==> config.mk <==
export PLATFORM = sky130hd
export DESIGN_NAME = sum_addsum_frame_receiver
export DESIGN_NICKNAME = d
export VERILOG_FILES = /design/src/design/saf_pkg.sv /design/src/design/saf_parser.sv /design/src/design/sum_addsum_frame_receiver.sv
export SDC_FILE = /design/constraint.sdc
export NUM_CORES = 1
export LEC_CHECK = 0
export CORE_UTILIZATION = 57
export CTS_CLUSTER_DIAMETER = 30
export DETAILED_ROUTE_END_ITERATION = 12
export DONT_BUFFER_PORTS = 1
export PLACE_DENSITY = 0.82
export SYNTH_ARGS = -nofsm -noshare
export SYNTH_HDL_FRONTEND = slang
export SYNTH_SLANG_ARGS = --single-unit
==> constraint.sdc <==
create_clock -name clk -period 3.02 [get_ports clk]
set_clock_uncertainty 0.1 [all_clocks]
set_input_delay 0.151 -clock clk [delete_from_list [all_inputs] [get_ports clk]]
set_output_delay 0.151 -clock clk [all_outputs]
set_load 0.005 [all_outputs]
==> src/design/saf_pkg.sv <==
`timescale 1ns / 1ps
// ----------------------------------------------------------------------------
// saf_pkg
// shared constants and types of the sum / sum-of-sums frame receiver
// ----------------------------------------------------------------------------
package saf_pkg;

    localparam logic [7:0] HDR0       = 8'hAA;
    localparam logic [7:0] HDR1       = 8'hFF;
    localparam logic [7:0] TYPE_RESET = 8'h01;

    // parser phases
    localparam logic [2:0] PH_HUNT = 3'd0;
    localparam logic [2:0] PH_HDR1 = 3'd1;
    localparam logic [2:0] PH_TYPE = 3'd2;
    localparam logic [2:0] PH_LEN  = 3'd3;
    localparam logic [2:0] PH_DATA = 3'd4;
    localparam logic [2:0] PH_CK1  = 3'd5;
    localparam logic [2:0] PH_CK2  = 3'd6;

    // result status codes
    localparam logic [1:0] ST_NONE     = 2'd0;
    localparam logic [1:0] ST_PAYLOAD  = 2'd1;
    localparam logic [1:0] ST_ACCEPTED = 2'd2;
    localparam logic [1:0] ST_REJECTED = 2'd3;

    typedef struct packed {
        logic [2:0] phase;
        logic [7:0] running_sum;
        logic [7:0] sum_of_sums;
        logic [7:0] payload_length;
        logic [7:0] payload_count;
        logic [7:0] current_type;
        logic       first_check_ok;
    } parse_state_t;

    typedef struct packed {
        logic [1:0] status;
        logic [7:0] data_byte;
        logic [7:0] byte_offset;
        logic [7:0] frame_type;
        logic [7:0] frame_length;
    } result_t;

endpackage

==> src/design/saf_parser.sv <==
`timescale 1ns / 1ps
// ----------------------------------------------------------------------------
// saf_parser
// next-state and result logic of the frame parser for one received byte
// ----------------------------------------------------------------------------
module saf_parser
(
    input  saf_pkg::parse_state_t cur_state,
    input  logic [7:0]            rx_byte,
    input  logic [7:0]            expected_type,
    output saf_pkg::parse_state_t next_state,
    output saf_pkg::result_t      result
);
    import saf_pkg::*;

    logic [7:0] acc_rs;
    logic [7:0] acc_ss;
    logic [7:0] count_inc;
    logic [1:0] status;

    assign acc_rs    = cur_state.running_sum + rx_byte;
    assign acc_ss    = cur_state.sum_of_sums + acc_rs;
    assign count_inc = cur_state.payload_count + 8'd1;

    always_comb
    begin
        next_state = cur_state;
        status     = ST_NONE;
        result     = '0;

        unique case (cur_state.phase)
            PH_HDR1:
            begin
                priority if (rx_byte == HDR1)
                begin
                    next_state.running_sum = acc_rs;
                    next_state.sum_of_sums = acc_ss;
                    next_state.phase       = PH_TYPE;
                end
                else if (rx_byte == HDR0)
                begin
                    // sums restart with the new first header byte
                    next_state.running_sum = HDR0;
                    next_state.sum_of_sums = HDR0;
                    next_state.phase       = PH_HDR1;
                end
                else
                begin
                    next_state.phase = PH_HUNT;
                end
            end
            PH_TYPE:
            begin
                // a type match wins over re-arming on the header byte
                priority if (rx_byte == expected_type)
                begin
                    next_state.running_sum  = acc_rs;
                    next_state.sum_of_sums  = acc_ss;
                    next_state.current_type = rx_byte;
                    next_state.phase        = PH_LEN;
                end
                else if (rx_byte == HDR0)
                begin
                    next_state.running_sum = HDR0;
                    next_state.sum_of_sums = HDR0;
                    next_state.phase       = PH_HDR1;
                end
                else
                begin
                    next_state.phase = PH_HUNT;
                end
            end
            PH_LEN:
            begin
                next_state.running_sum    = acc_rs;
                next_state.sum_of_sums    = acc_ss;
                next_state.payload_length = rx_byte;
                next_state.payload_count  = '0;
                next_state.phase          = (rx_byte == 8'd0) ? PH_CK1 : PH_DATA;
            end
            PH_DATA:
            begin
                next_state.running_sum   = acc_rs;
                next_state.sum_of_sums   = acc_ss;
                next_state.payload_count = count_inc;
                if (count_inc == cur_state.payload_length)
                begin
                    next_state.phase = PH_CK1;
                end
                status             = ST_PAYLOAD;
                result.data_byte   = rx_byte;
                result.byte_offset = cur_state.payload_count;
            end
            PH_CK1:
            begin
                next_state.first_check_ok = (rx_byte == cur_state.running_sum);
                next_state.phase          = PH_CK2;
            end
            PH_CK2:
            begin
                status = (cur_state.first_check_ok && (rx_byte == cur_state.sum_of_sums))
                         ? ST_ACCEPTED : ST_REJECTED;
                next_state.phase = PH_HUNT;
            end
            default:
            begin
                // hunting, and the unused phase code behaves the same
                if (rx_byte == HDR0)
                begin
                    next_state.running_sum = HDR0;
                    next_state.sum_of_sums = HDR0;
                    next_state.phase       = PH_HDR1;
                end
                else
                begin
                    next_state.phase = PH_HUNT;
                end
            end
        endcase

        result.status = status;
        if (status != ST_NONE)
        begin
            result.frame_type   = cur_state.current_type;
            result.frame_length = cur_state.payload_length;
        end
    end

endmodule

==> src/design/sum_addsum_frame_receiver.sv <==
`timescale 1ns / 1ps
// ----------------------------------------------------------------------------
// sum_addsum_frame_receiver
// byte-stream frame receiver with 8-bit sum and sum-of-sums check
// ----------------------------------------------------------------------------
// usage
//   input channel: in_valid / in_stall carry rx_byte, one received byte per item
//   output channel: out_valid / out_stall carry exactly one result item per
//   input item: status, data_byte, byte_offset, frame_type, frame_length
//   config: cfg_wr_en writes cfg_wr_data into the expected frame type; write
//   only while no item is in flight
//   path: an accepted byte enters the input register; its result is then
//   registered in the result register, from which it is offered
//   throughput: one item per cycle while no stall holds the result register,
//   set by the combinational parser step between the input register and the
//   result register
//   stall: when out_stall holds a full result register, the input register
//   holds too and in_stall rises once it carries an item; nothing is dropped
//   reset: parser returns to header hunting with cleared sums, the expected
//   type returns to 0x01, both registers empty
// ----------------------------------------------------------------------------
module sum_addsum_frame_receiver
(
    input  logic       clk,
    input  logic       rst_n,
    input  logic       cfg_wr_en,
    input  logic [7:0] cfg_wr_data,
    input  logic       in_valid,
    output logic       in_stall,
    input  logic [7:0] rx_byte,
    output logic       out_valid,
    input  logic       out_stall,
    output logic [1:0] status,
    output logic [7:0] data_byte,
    output logic [7:0] byte_offset,
    output logic [7:0] frame_type,
    output logic [7:0] frame_length
);
    import saf_pkg::*;

    logic [7:0]   exp_type_reg;
    parse_state_t state_reg;
    parse_state_t state_next;
    result_t      result_reg;
    result_t      result_next;
    logic         in_valid_reg;
    logic         in_valid_next;
    logic [7:0]   in_byte_reg;
    logic         out_valid_reg;
    logic         advance;
    logic         load_in;

    // result register can take a new item
    assign advance       = !out_valid_reg || !out_stall;
    assign in_stall      = in_valid_reg && !advance;
    assign load_in       = in_valid && !in_stall;
    assign in_valid_next = load_in || (in_valid_reg && !advance);

    saf_parser u_parser
    (
        .cur_state     (state_reg),
        .rx_byte       (in_byte_reg),
        .expected_type (exp_type_reg),
        .next_state    (state_next),
        .result        (result_next)
    );

    // expected frame type register
    always_ff @(posedge clk or negedge rst_n)
    begin
        if (!rst_n)
        begin
            exp_type_reg <= TYPE_RESET;
        end
        else if (cfg_wr_en)
        begin
            exp_type_reg <= cfg_wr_data;
        end
    end

    always_ff @(posedge clk or negedge rst_n)
    begin
        if (!rst_n)
        begin
            // all-zero state is header hunting with cleared sums
            state_reg     <= '0;
            in_valid_reg  <= 1'b0;
            out_valid_reg <= 1'b0;
        end
        else
        begin
            in_valid_reg <= in_valid_next;
            if (advance)
            begin
                out_valid_reg <= in_valid_reg;
                if (in_valid_reg)
                begin
                    state_reg <= state_next;
                end
            end
        end
    end

    // payload registers
    always_ff @(posedge clk)
    begin
        if (load_in)
        begin
            in_byte_reg <= rx_byte;
        end
        if (advance && in_valid_reg)
        begin
            result_reg <= result_next;
        end
    end

    assign out_valid    = out_valid_reg;
    assign status       = result_reg.status;
    assign data_byte    = result_reg.data_byte;
    assign byte_offset  = result_reg.byte_offset;
    assign frame_type   = result_reg.frame_type;
    assign frame_length = result_reg.frame_length;

endmodule

==> impl_metrics.csv <==
group,metric,value,unit
worst_setup_path,cp-start-kind,"flip-flop",
cells_and_area,final_nets,500,
floorplan,num_rows,33,
power_and_ir_drop,switchingPower,1136,uW
synthesis,synth_area_leaders,"dfrtp_1, edfxtp_1, mux2_2",
synthesis,avgSynthCellArea,11.70,sq um
synthesis,synth_fa_ha_area_frac,0.04679,
cells_and_area,utilization,0.6908,
grt,grt_max_degree,55,
synthesis,yosys.area_share.xor_xnor,0.07429,
cts,cts.path.max_buffers,2,
cts,cts_tree,"yes",
timing,layout_min_cycle_time,3.117,ns
timing,setup_viol,2,
floorplan,io_pins,57,
grt,grt_pass1_wl,17330,microns
floorplan,start_util,0.5894,
timing,tightestPinTransition,0.7313,ns
synthesis,syn_area,0.004867,sq mm
route,vias,3532,
status,violations,"setup timing",
floorplan,core-area,0.008258,sq mm
cts,cts_root_buf,"clkbuf_8",
cells_and_area,fillers,599,
synthesis,synth_top_area_frac,0.2725,
worst_setup_path,required,3.18,ns
power_and_ir_drop,p_per_area,604.9,mW/mm^2
cts,h-tree-depth,3,
timing,hold_viol,0,
power_and_ir_drop,seqPwrFrac,0.465,
timing,final_max_slew_viol_count,0,
worst_setup_path,cp-end-kind,"flip-flop",
cells_and_area,mostFrequentLayoutCells,"dfrtp_1, edfxtp_1, dlygate4sd3_1, buf_4, mux2_2",
grt,grt_overflow_total,0,
power_and_ir_drop,p_sw_frac,0.3293,
placed_design,io_buffers,0,
grt,track_usage,0.2633,
power_and_ir_drop,power.total,3451,uW
cts,clkSinkCount,96,
route,ant_nets,0,
synthesis,ys_types,60,
worst_setup_path,crit_arrival,3.28,ns
cells_and_area,largest_reg_flops,44,
synthesis,synth_top_family_by_area,"simple AND/OR/NAND/NOR gates",
synthesis,yosysWarnings,0,
status,status,"finished, violations left",
route,dr.pass1.iters,5,
cts,worstSkewPairLatency,0.38,ns
synthesis,synthFlopType,"dfrtp_1",
worst_setup_path,crit_type,"flip-flop to flip-flop",
flow_run,cap_viol_max_count,0,
floorplan,die_y,94.41,microns
route,drc,0,
route,drt_wl_total,11520,microns
worst_setup_path,crit_path_max_fanout,2,
cells_and_area,diodes,0,
timing,tns,-0.1109,ns
timing,rsz0062_at_grt,"yes",
synthesis,muxShareOfSynthArea,0.05964,
min_path,hold_class,"primary input to flip-flop",
power_and_ir_drop,leakage,0.002509,uW
route,drt_iter0_drc,281,
grt,antenna_found_initial,0,
placed_design,dpl.hpwl,7205,microns
synthesis,syn-instance-count,416,
synthesis,synth-compound-area-share,0.08046,
synthesis,synth_seq_cells,96,
timing,max_freq,320.8,MHz
floorplan,dieWidth,94.41,microns
synthesis,synth_nets,454,
timing,slew_headroom,0.5124,
cts,numCtsBuffers,9,
cells_and_area,synthToLayoutAreaGrowth,17.20,%
placed_design,gp_congestion,0.8845,
power_and_ir_drop,irDropWorstVdd,0.4469,mV
synthesis,synth-simple-area-share,0.1638,
synthesis,synth.yosys.seq_area_share,0.5370,
timing,period_share,1.032,
grt,first_global_vias,3442,
timing,finalWorstSetupSlack,-0.09698,ns
timing,hold_slack,0.1392,ns
route,wl_per_cell,20.15,microns
route,post_drt_via_cell_ratio,6.175,
placed_design,pre_cts_slack,-0.2538,ns
power_and_ir_drop,pwr-share-clk,0.237,
cells_and_area,final_common_cell,"dfrtp_1",
cells_and_area,drive_above_1_share,0.2206,
power_and_ir_drop,intPower,2314,uW
synthesis,synthArstFlopShare,0.5625,
floorplan,dieArea,0.008912,sq mm
synthesis,synth_area_leader_cell,"dfrtp_1",
synthesis,synth_edf_count,42,
cts,path_clk_slew,0.09,ns
power_and_ir_drop,power_frac_comb,0.299,
-- path summary, 6_finish.rpt --
kind	startpoint	endpoint	slack, ns	cells past startpoint
setup / recovery	in_byte_reg[0]	state_reg[32]	-0.1	14
hold / removal	in_valid	in_byte_reg[6]	0.14	1
setup reg to reg	in_byte_reg[0]	state_reg[32]	-0.1	14
hold reg to reg	state_reg[8]	state_reg[8]	0.41	1
max in group asynchronous	rst_n	exp_type_reg[0]	2.33	2
min in group asynchronous	rst_n	exp_type_reg[5]	0.20	2
-- per-stage QoR --
step                area (sq um)  std cells
finish                      5704        572
CTS                         5602        568
global placement            5039        520
global route                5704        572
detailed placement          5039        520
floorplan                   4867        416
-- power groups by stage --
stage,Sequential [uW],Combinational [uW],Clock (uW)
2_1_floorplan,1590,586,0
3_3_place_gp,1610,721,0
3_5_place_dp,1620,763,0
4_1_cts,1590,874,819
5_1_grt,1610,1110,869
6_report,1600,1030,816
-- synthesized netlist by cell type (3+ instances only) --
master and count:
o21ai_1 3, dfrtp_1 53, buf_2 6, edfxtp_1 42, a31oi_1 3, a21o_1 4, inv_1 17, nor4_1 6
mux2_2 24, ha_1 15, clkbuf_2 4, and3_1 23, nand2_1 17, xor2_1 23, nand3_1 23, xnor2_1 12
o31ai_1 5, nand2b_1 5, clkbuf_1 9, a21oi_1 16, and2_1 22, buf_6 3, nor2_1 15, o21ai_0 15
nor3_1 7
-- area by class of cell --
type / count / area (sq um) / share of cell area
flip-flops and latches: 96 / 2614 / 0.4582
multi-input cells: 280 / 2185 / 0.3830
repair buffers: 57 / 518.0 / 0.09081
clock buffers: 10 / 137.6 / 0.02413
well taps: 105 / 131.4 / 0.02303
inverters: 18 / 67.56 / 0.01184
clock inverters: 6 / 51.30 / 0.008993
-- repair_timing --
item | in CTS | in global routing
pin swaps | 8 | 7
endpoints found under the hold margin | 72 | 0
resized for setup | 10 | 11
cloned | 0 | 0
hold buffers | 29 | 0
setup buffers | 3 | 4
setup endpoints to repair | 2 | 2
-- kinds of logic after synthesis --
logic type | after synthesis
buffers and inverters | 40
AND/OR/NAND/NOR | 138
AO/OA/AOI/OAI | 61
adder cells (fa/ha/maj) | 17
XOR/XNOR | 38
flip-flops | 96
multiplexers | 26
-- critical path, cell delays in order (launching register included) --
cell and delay, ns:
edfxtp_1 0.44, ha_4 0.20, fa_2 0.35, a21o_1 0.19
a21oi_2 0.22, o21ai_1 0.12, a21oi_2 0.17, xnor2_2 0.15
ha_2 0.32, nor2_1 0.10, nor2_1 0.05, o41ai_2 0.06
xnor3_1 0.28, nor3_1 0.20, nor3_2 0.07
-- routing by layer --
metal / GRT usage / part of all wire / vias up
li1: - / - / 1583
met1: 0.3254 / 0.40 / 1734
met2: 0.4402 / 0.51 / 170
met3: 0.04992 / 0.058 / 45
met4: 0.1346 / 0.040 / 0
met5: 0 / 0 / -
Power figures use the tool's default switching activity.
